--- src/hdl/nopoc_pkg.sv ---
// ----------------------------------------------------------------------------
// nopoc_pkg
// Widths and register indexes of the non-overlapping occurrence counter.
// ----------------------------------------------------------------------------
package nopoc_pkg;

    localparam int SYM_BITS     = 8;
    localparam int SYM_SLOTS    = 8;
    localparam int SLOT_BITS    = 3;
    localparam int PATTERN_BITS = SYM_BITS * SYM_SLOTS;
    localparam int LEN_BITS     = 4;
    localparam int WINDOW_BITS  = 16;
    localparam int OUT_BITS     = 16;
    localparam int CFG_IDX_BITS = 2;

    localparam logic [WINDOW_BITS-1:0] WINDOW_RESET = 16'd1000;

    typedef enum logic [CFG_IDX_BITS-1:0] {
        CFG_PATTERN = 2'd0,
        CFG_LENGTH  = 2'd1,
        CFG_WINDOW  = 2'd2
    } cfg_index_t;

endpackage

--- src/hdl/nopoc_ram.sv ---
// ----------------------------------------------------------------------------
// nopoc_ram
// Simple dual-port RAM: one write port, one read port with registered data.
// ----------------------------------------------------------------------------
module nopoc_ram #(
    parameter  int WIDTH = 16,
    parameter  int DEPTH = 8,
    localparam int AW    = $clog2(DEPTH)
) (
    input  logic             clk,
    input  logic             we,
    input  logic [AW-1:0]    waddr,
    input  logic [WIDTH-1:0] wdata,
    input  logic [AW-1:0]    raddr,
    output logic [WIDTH-1:0] rdata
);

    logic [WIDTH-1:0] mem [DEPTH];

    always_ff @(posedge clk) begin
        if (we) begin
            mem[waddr] <= wdata;
        end
        rdata <= mem[raddr];
    end

endmodule

--- src/hdl/nonoverlap_pattern_occurrence_counter.sv ---
// Steps: idle, head, tail (only on a level-0 match), a walk over levels 1..L-1 (L =
// clamped pattern length), then final; head goes straight to final for L = 1 or once
// the sequence has overflowed. A new symbol is taken only when idle, and a finished
// result waits in the final state for m_ready. Reset: aresetn (synchronous, active low)
// clears control, the pattern and the per-level valid bits and loads the default length
// and window; an invalid level reads as zero, and the last symbol clears the bits too.
// ----------------------------------------------------------------------------
// nonoverlap_pattern_occurrence_counter
// Counts non-overlapping occurrences of a configured symbol pattern.
// ----------------------------------------------------------------------------
module nonoverlap_pattern_occurrence_counter #(
    parameter int MAX_PATTERN = 8,
    parameter int COUNT_BITS  = 16
) (
    input  logic                                  aclk,
    input  logic                                  aresetn,
    input  logic                                  s_valid,
    output logic                                  s_ready,
    input  logic [nopoc_pkg::SYM_BITS-1:0]        s_symbol,
    input  logic                                  s_last,
    output logic                                  m_valid,
    input  logic                                  m_ready,
    output logic [nopoc_pkg::OUT_BITS-1:0]        m_occurrence_count,
    output logic                                  m_overflow,
    input  logic                                  cfg_valid,
    output logic                                  cfg_ready,
    input  logic [nopoc_pkg::CFG_IDX_BITS-1:0]    cfg_index,
    input  logic [nopoc_pkg::PATTERN_BITS-1:0]    cfg_data
);

    import nopoc_pkg::*;

    localparam int LVL_BITS = $clog2(MAX_PATTERN);
    localparam int LEN_CAP  = (MAX_PATTERN < SYM_SLOTS) ? MAX_PATTERN : SYM_SLOTS;
    localparam int EXT_BITS = (COUNT_BITS > OUT_BITS) ? COUNT_BITS : OUT_BITS;
    localparam logic [EXT_BITS-1:0] OUT_MAX = EXT_BITS'((1 << OUT_BITS) - 1);

    typedef enum logic [4:0] {
        ST_IDLE = 5'b00001,
        ST_HEAD = 5'b00010,
        ST_TAIL = 5'b00100,
        ST_WALK = 5'b01000,
        ST_FIN  = 5'b10000
    } state_t;

    typedef logic [COUNT_BITS-1:0] cnt_t;

    function automatic cnt_t sat_inc(input cnt_t v);
        return (&v) ? v : v + COUNT_BITS'(1);
    endfunction

    state_t                   state_reg, state_next;
    logic [PATTERN_BITS-1:0]  pattern_reg, pattern_next;
    logic [LEN_BITS-1:0]      length_reg, length_next;
    logic [WINDOW_BITS-1:0]   window_reg, window_next;
    logic [SYM_BITS-1:0]      sym_reg, sym_next;
    logic                     last_reg, last_next;
    logic [LEN_BITS-1:0]      len_reg, len_next;
    logic [SLOT_BITS-1:0]     lvl_reg, lvl_next;
    logic                     took_reg, took_next;
    cnt_t                     prev_reg, prev_next;
    cnt_t                     c0_reg, c0_next;
    logic                     ovf_reg, ovf_next;
    logic [MAX_PATTERN-1:0]   valid_reg, valid_next;
    logic                     rd_valid_reg;
    logic                     m_valid_reg, m_valid_next;
    logic [OUT_BITS-1:0]      m_count_reg, m_count_next;
    logic                     m_ovf_reg, m_ovf_next;

    logic                     ram_we;
    logic [LVL_BITS-1:0]      ram_waddr, ram_raddr;
    cnt_t                     ram_wdata, ram_rdata;

    logic [LEN_BITS-1:0]      len_eff;
    logic [SLOT_BITS-1:0]     len_m1, lvl_m1, lvl_p1;
    cnt_t                     rd_cnt, cnt_inc, lead;
    logic [SYM_BITS-1:0]      pat_cur, pat_prev;
    logic [COUNT_BITS:0]      need;
    logic [EXT_BITS-1:0]      prev_ext;
    logic                     s_fire, out_free;

    nopoc_ram #(
        .WIDTH (COUNT_BITS),
        .DEPTH (MAX_PATTERN)
    ) u_lvl_ram (
        .clk   (aclk),
        .we    (ram_we),
        .waddr (ram_waddr),
        .wdata (ram_wdata),
        .raddr (ram_raddr),
        .rdata (ram_rdata)
    );

    assign s_ready   = (state_reg == ST_IDLE);
    assign s_fire    = s_valid && s_ready;
    assign cfg_ready = 1'b1;
    assign out_free  = !m_valid_reg || m_ready;

    assign m_valid            = m_valid_reg;
    assign m_occurrence_count = m_count_reg;
    assign m_overflow         = m_ovf_reg;

    // Clamp the programmed length to 1..min(8, MAX_PATTERN).
    always_comb begin
        if (length_reg == '0) begin
            len_eff = LEN_BITS'(1);
        end else if (length_reg > LEN_BITS'(LEN_CAP)) begin
            len_eff = LEN_BITS'(LEN_CAP);
        end else begin
            len_eff = length_reg;
        end
    end

    assign len_m1   = len_reg[SLOT_BITS-1:0] - SLOT_BITS'(1);
    assign lvl_m1   = lvl_reg - SLOT_BITS'(1);
    assign lvl_p1   = lvl_reg + SLOT_BITS'(1);
    assign pat_cur  = pattern_reg[{lvl_reg, 3'b000} +: SYM_BITS];
    assign pat_prev = pattern_reg[{lvl_m1, 3'b000} +: SYM_BITS];

    // Levels never written in this sequence read as zero.
    assign rd_cnt   = rd_valid_reg ? ram_rdata : '0;
    assign cnt_inc  = sat_inc(rd_cnt);
    assign lead     = c0_reg - rd_cnt;
    assign need     = {1'b0, rd_cnt}
                    + (COUNT_BITS + 1)'((pat_cur == pat_prev) && took_reg);
    assign prev_ext = EXT_BITS'(prev_reg);

    always_comb begin
        pattern_next = pattern_reg;
        length_next  = length_reg;
        window_next  = window_reg;
        if (cfg_valid && cfg_ready) begin
            case (cfg_index)
                CFG_PATTERN: pattern_next = cfg_data;
                CFG_LENGTH:  length_next  = cfg_data[LEN_BITS-1:0];
                CFG_WINDOW:  window_next  = cfg_data[WINDOW_BITS-1:0];
                default:     ;
            endcase
        end
    end

    always_comb begin
        state_next   = state_reg;
        sym_next     = sym_reg;
        last_next    = last_reg;
        len_next     = len_reg;
        lvl_next     = lvl_reg;
        took_next    = took_reg;
        prev_next    = prev_reg;
        c0_next      = c0_reg;
        ovf_next     = ovf_reg;
        valid_next   = valid_reg;
        m_valid_next = m_valid_reg && !m_ready;
        m_count_next = m_count_reg;
        m_ovf_next   = m_ovf_reg;
        ram_we       = 1'b0;
        ram_waddr    = '0;
        ram_wdata    = cnt_inc;
        ram_raddr    = '0;

        case (state_reg)
            ST_IDLE: begin
                // Level 0 is read while idle, so it is ready in the head state.
                if (s_fire) begin
                    sym_next   = s_symbol;
                    last_next  = s_last;
                    len_next   = len_eff;
                    state_next = ST_HEAD;
                end
            end
            ST_HEAD: begin
                if (len_reg == LEN_BITS'(1)) begin
                    prev_next = rd_cnt;
                    if (sym_reg == pattern_reg[SYM_BITS-1:0]) begin
                        ram_we    = 1'b1;
                        prev_next = cnt_inc;
                        valid_next[0] = 1'b1;
                    end
                    state_next = ST_FIN;
                end else if (ovf_reg) begin
                    state_next = ST_FIN;
                end else if (sym_reg == pattern_reg[SYM_BITS-1:0]) begin
                    c0_next    = rd_cnt;
                    ram_raddr  = LVL_BITS'(len_m1);
                    state_next = ST_TAIL;
                end else begin
                    prev_next  = rd_cnt;
                    took_next  = 1'b0;
                    lvl_next   = SLOT_BITS'(1);
                    ram_raddr  = LVL_BITS'(1);
                    state_next = ST_WALK;
                end
            end
            ST_TAIL: begin
                // Freeze the sequence once level 0 leads the last level too far.
                if (c0_reg >= rd_cnt
                    && EXT_BITS'(lead) >= EXT_BITS'(window_reg)) begin
                    ovf_next   = 1'b1;
                    state_next = ST_FIN;
                end else begin
                    ram_we        = 1'b1;
                    ram_wdata     = sat_inc(c0_reg);
                    valid_next[0] = 1'b1;
                    prev_next     = sat_inc(c0_reg);
                    took_next     = 1'b1;
                    lvl_next      = SLOT_BITS'(1);
                    ram_raddr     = LVL_BITS'(1);
                    state_next    = ST_WALK;
                end
            end
            ST_WALK: begin
                prev_next = rd_cnt;
                if (sym_reg == pat_cur) begin
                    if ({1'b0, prev_reg} > need) begin
                        ram_we    = 1'b1;
                        ram_waddr = LVL_BITS'(lvl_reg);
                        valid_next[LVL_BITS'(lvl_reg)] = 1'b1;
                        prev_next = cnt_inc;
                        took_next = 1'b1;
                    end else begin
                        took_next = 1'b0;
                    end
                end
                if (lvl_reg == len_m1) begin
                    state_next = ST_FIN;
                end else begin
                    lvl_next   = lvl_p1;
                    ram_raddr  = LVL_BITS'(lvl_p1);
                end
            end
            ST_FIN: begin
                if (!last_reg) begin
                    state_next = ST_IDLE;
                end else if (out_free) begin
                    m_valid_next = 1'b1;
                    m_ovf_next   = ovf_reg;
                    if (ovf_reg) begin
                        m_count_next = '0;
                    end else if (prev_ext > OUT_MAX) begin
                        m_count_next = OUT_MAX[OUT_BITS-1:0];
                    end else begin
                        m_count_next = prev_ext[OUT_BITS-1:0];
                    end
                    // Drop all level counts for the next sequence.
                    valid_next = '0;
                    ovf_next   = 1'b0;
                    state_next = ST_IDLE;
                end
            end
            default: begin
                state_next = ST_IDLE;
            end
        endcase
    end

    always_ff @(posedge aclk) begin
        if (!aresetn) begin
            state_reg    <= ST_IDLE;
            pattern_reg  <= '0;
            length_reg   <= LEN_BITS'(1);
            window_reg   <= WINDOW_RESET;
            ovf_reg      <= 1'b0;
            valid_reg    <= '0;
            rd_valid_reg <= 1'b0;
            m_valid_reg  <= 1'b0;
        end else begin
            state_reg    <= state_next;
            pattern_reg  <= pattern_next;
            length_reg   <= length_next;
            window_reg   <= window_next;
            ovf_reg      <= ovf_next;
            valid_reg    <= valid_next;
            rd_valid_reg <= valid_reg[ram_raddr];
            m_valid_reg  <= m_valid_next;
        end
    end

    always_ff @(posedge aclk) begin
        sym_reg     <= sym_next;
        last_reg    <= last_next;
        len_reg     <= len_next;
        lvl_reg     <= lvl_next;
        took_reg    <= took_next;
        prev_reg    <= prev_next;
        c0_reg      <= c0_next;
        m_count_reg <= m_count_next;
        m_ovf_reg   <= m_ovf_next;
    end

endmodule

--- config.mk ---
export PLATFORM = sky130hd
export DESIGN_NAME = nonoverlap_pattern_occurrence_counter
export DESIGN_NICKNAME = d
export VERILOG_FILES = /design/src/hdl/nopoc_pkg.sv /design/src/hdl/nopoc_ram.sv /design/src/hdl/nonoverlap_pattern_occurrence_counter.sv
export SDC_FILE = /design/constraint.sdc
export NUM_CORES = 1
export LEC_CHECK = 0
export BUFFER_PORTS_ARGS = -buffer_cell sky130_fd_sc_hd__buf_2
export CAP_MARGIN = 15
export CORE_MARGIN = 2
export CORE_UTILIZATION = 27
export CTS_CLUSTER_SIZE = 10
export DETAILED_ROUTE_END_ITERATION = 10
export HOLD_SLACK_MARGIN = 0.03
export SYNTH_ARGS = -nofsm -noshare
export SYNTH_HDL_FRONTEND = slang
export SYNTH_SLANG_ARGS = --single-unit
--- constraint.sdc ---
create_clock -name aclk -period 8.66 [get_ports aclk]
set_input_delay 0.866 -clock aclk [delete_from_list [all_inputs] [get_ports aclk]]
set_output_delay 0.866 -clock aclk [all_outputs]
set_load 0.05 [all_outputs]
==> results.json <==
{
  "status": "finished clean",
  "layout.cell_area.non_filler_sq_um": 18700,
  "grt_remaining_overflow": 0,
  "total_global_route_track_usage": 0.141,
  "power.density_cell_area_nw_per_um2": 173,
  "timing.final.setup_violations": 0,
  "synth_fa_ha_area_frac": 0.0445,
  "top_level_ports": 100,
  "postPlaceCellArea_sq_um": 17500,
  "hold-path-endpoint": "valid_reg[4]",
  "critical_path_arrival_ns": 7.94,
  "synthesis.area_sq_um": 16200,
  "post-route-period-util": 0.901,
  "postSynthAreaPerCell_sq_um": 10.9,
  "post_cts.repair.setup_buffers": 0,
  "critical_register_to_register_path_endpoint": "u_lvl_ram.mem[0][6]",
  "ys.warnings.count": 0,
  "synth_ff_type": "edfxtp_1",
  "num_antenna_cells": 0,
  "timing.setup.tns_ns": 0,
  "ctsHtreeMaxLevel": 2,
  "grt_pass1_vias": 11600,
  "grt_start_max_net_pins": 84,
  "num_vias": 11800,
  "max-slew-margin-rel": 0.152,
  "postSynthCellCount": 1491,
  "mappedNetlistNets": 1628,
  "ant_nets": 0,
  "port_buffers": 98,
  "slew_at_the_pin_with_the_worst_max_slew_slack_ns": 1.24,
  "dp.final_hpwl_mm": 32.7,
  "grt_util_met2": 0.232,
  "grt_util_met3": 0.0231,
  "final_util": 0.315,
  "drv.max_cap_violation_count": 0,
  "rsz0062_at_grt": "false",
  "worstSetupPathType": "flip-flop to flip-flop",
  "floorplan.die.width_microns": 249,
  "start_kind": "flip-flop",
  "clock_sink_count": 310,
  "wl_mm": 44.6,
  "cts-hold-fix-buffers": 0,
  "synth-simple-area-share": 0.133,
  "yosysSeqAreaShare": 0.503,
  "cts.repair.resized": 0,
  "synth_top_family_by_area": "multiplexers",
  "max_clock_freq_mhz": 128,
  "cp-startpoint": "lvl_reg[0]",
  "synth_compound_gate_area_share": 0.0943,
  "mux_contribution_to_synthesized_area": 0.144,
  "holdCritPathClass": "flip-flop to flip-flop",
  "xor_and_xnor_fraction_of_the_mapped_netlist_area": 0.0433,
  "whs_path_depth": 2,
  "synth_seq_cells": 310,
  "fin_worst_hold_slack_ns": 0.450,
  "groute.layer.met1.usage": 0.190,
  "yosysUniqueCellTypes": 73,
  "number_of_detailed_route_iterations_in_the_first_pass": 5,
  "synth_largest_area_cell": "edfxtp_1",
  "timing.hold.worst.start": "valid_reg[4]",
  "gp_congestion": 0.929,
  "critPathCaptureType": "flip-flop",
  "reg2reg_setup_slack_ns": 0.86,
  "worst-endpoint-required_ns": 8.80,
  "global_route_wire_length_before_repair_mm": 68.7,
  "floorplan.die.height_microns": 249,
  "cts_buffers": 38,
  "total_leakage_power_nw": 6.94,
  "netlist_top_cells_count": "234 x nand2_1, 194 x edfxtp_1, 139 x mux2i_1, 120 x a21oi_1, 116 x dfxtp_1",
  "nets": 1721,
  "initial_core_util": 0.274,
  "clk_pin_slew_ns": 0.06,
  "grt.busiest_layer": "met2",
  "dr.first_iter.drc_count": 969,
  "clock_tree_from_tritoncts": "yes",
  "regToRegStartpoint": "lvl_reg[0]",
  "total_power_draw_mw": 3.23,
  "path_max_fanout": 16,
  "drt_drc_violations_left": 0,
  "synth_top_area_frac": 0.360,
  "drive_above_1_share": 0.154,
  "post_synth_main_area_contributors": "edfxtp_1 36%, dfxtp_1 14%, mux2i_1 8.6%, nand2_1 5.4%, ha_1 4.3%",
  "area_growth_from_synthesis_to_layout_pct": 15.2,
  "clock_skew_ns": 0.0238,
  "synth_enable_flop_cells": 194,
  "clock_latency_ns": 0.53,
  "clock_path_buffers": 3,
  "die-area_sq_um": 62000,
  "floorplan.core_area_sq_um": 59100,
  "wl_per_cell_microns": 18.7,
  "proportion_of_synthesized_flip_flops_having_asynchronous_set_or_reset": 0,
  "clk_root_buffer_cell": "clkbuf_16",
  "r2r_cells": 23,
  "most_numerous_cell_in_the_yosys_netlist": "nand2_1",
  "rows": 89,
  "largest_register_ff_count": 128,
  "slew_viols_final": 0,
  "finalHoldViolations": 0,
  "viasPerCell": 4.95,
  "antenna_found_initial": 2,
  "power.ir.vdd_worst_mv": 0.106,
  "timing.final.crit_period_ns": 7.80
}
how the worst max path moves through the flow:
stage / to / depth (start not counted) / slack [ns]
after floorplan: u_lvl_ram.mem[1][0] / 30 / 1.61
after global placement: u_lvl_ram.mem[0][1] / 23 / 1.20
after detailed placement: u_lvl_ram.mem[0][3] / 23 / 1.02
after CTS: u_lvl_ram.mem[0][6] / 23 / 1.0
after global routing: u_lvl_ram.mem[0][15] / 23 / 0.34
final: u_lvl_ram.mem[0][6] / 23 / 0.86
metrics by stage:
step | cells | worst slack (ns)
2_1_floorplan | 1491 | 1.61
3_3_place_gp | 2317 | 1.20
3_5_place_dp | 2317 | 1.02
4_1_cts | 2379 | 0.996
5_1_grt | 2379 | 0.337
6_report | 2379 | 0.857
cell type report:
| class | count | area, sq um |
|---|---|---|
| clock buffer | 60 | 1130 |
| fill | 6013 | 40500 |
| multi-input combinational | 1052 | 7480 |
| tap | 773 | 967 |
| timing repair buffer | 127 | 708 |
| clock inverter | 2 | 12.5 |
| inverter | 55 | 209 |
| sequential | 310 | 8150 |
where the power goes:
group          switching (mW)  internal [mW]  total [mW]
combinational          0.0889         0.0633       0.152
clock                   0.586          0.887        1.47
sequential             0.0250           1.58        1.61
layout by cell type, fill, tap and decap left out, types with 7 or more instances in the layout:
master / synthesis / routed
nand3_1: 33 / 33
buf_2: 11 / 98
a31oi_1: 12 / 12
nor2b_1: 25 / 24
ha_1: 56 / 56
clkbuf_16: 0 / 42
a21o_1: 8 / 8
xor2_1: 24 / 24
nor2_1: 71 / 71
mux2_2: 25 / 25
nand2_1: 234 / 234
inv_1: 51 / 50
clkbuf_1: 40 / 17
o211ai_1: 11 / 11
o221ai_1: 7 / 7
mux2i_1: 139 / 139
edfxtp_1: 194 / 194
and2_1: 9 / 9
a21oi_1: 120 / 120
nand2b_1: 11 / 11
o21ai_0: 45 / 44
nor3_1: 19 / 18
xnor2_1: 56 / 56
mux4_2: 24 / 24
o311ai_0: 7 / 7
nand4_1: 18 / 18
buf_4: 6 / 29
dfxtp_1: 116 / 116
and3_1: 8 / 8
worst max-delay path, stage by stage, from the launching register on:
cell and delay [ns]:
edfxtp_1 0.34, inv_1 0.14, ha_1 0.80, mux4_2 0.58
mux2i_1 0.18, xnor2_1 0.16, nand4_1 0.11, a2111oi_0 1.03
ha_1 0.34, ha_1 0.21, nand3_1 0.13, or2_2 0.34
nor3_1 0.30, nand3_1 0.14, xnor2_1 0.16, nand2_1 0.07
ha_1 0.34, nand4_1 0.12, nor3_1 0.28, o31a_1 0.19
o211ai_1 0.29, nor3_2 0.39, nand4_1 0.16, nand2_1 0.58
layer usage:
| metal | vias up | share of wire |
|---|---|---|
| li1 | 5598 | - |
| met4 | 2 | 0.025 |
| met1 | 5710 | 0.44 |
| met2 | 396 | 0.47 |
| met5 | - | 0.00027 |
| met3 | 78 | 0.064 |
cell families (layout without fill, tap and decap cells):
| family | Yosys count | after routing |
|---|---|---|
| other | 1 | 1 |
| buffers and inverters | 129 | 244 |
| XOR/XNOR | 80 | 80 |
| AND/OR/NAND/NOR | 468 | 468 |
| flip-flops | 310 | 310 |
| AO/OA/AOI/OAI | 253 | 253 |
| multiplexers | 193 | 193 |
| adder cells (fa/ha/maj) | 57 | 57 |
Note: power is estimated with default switching activity, not from simulation.
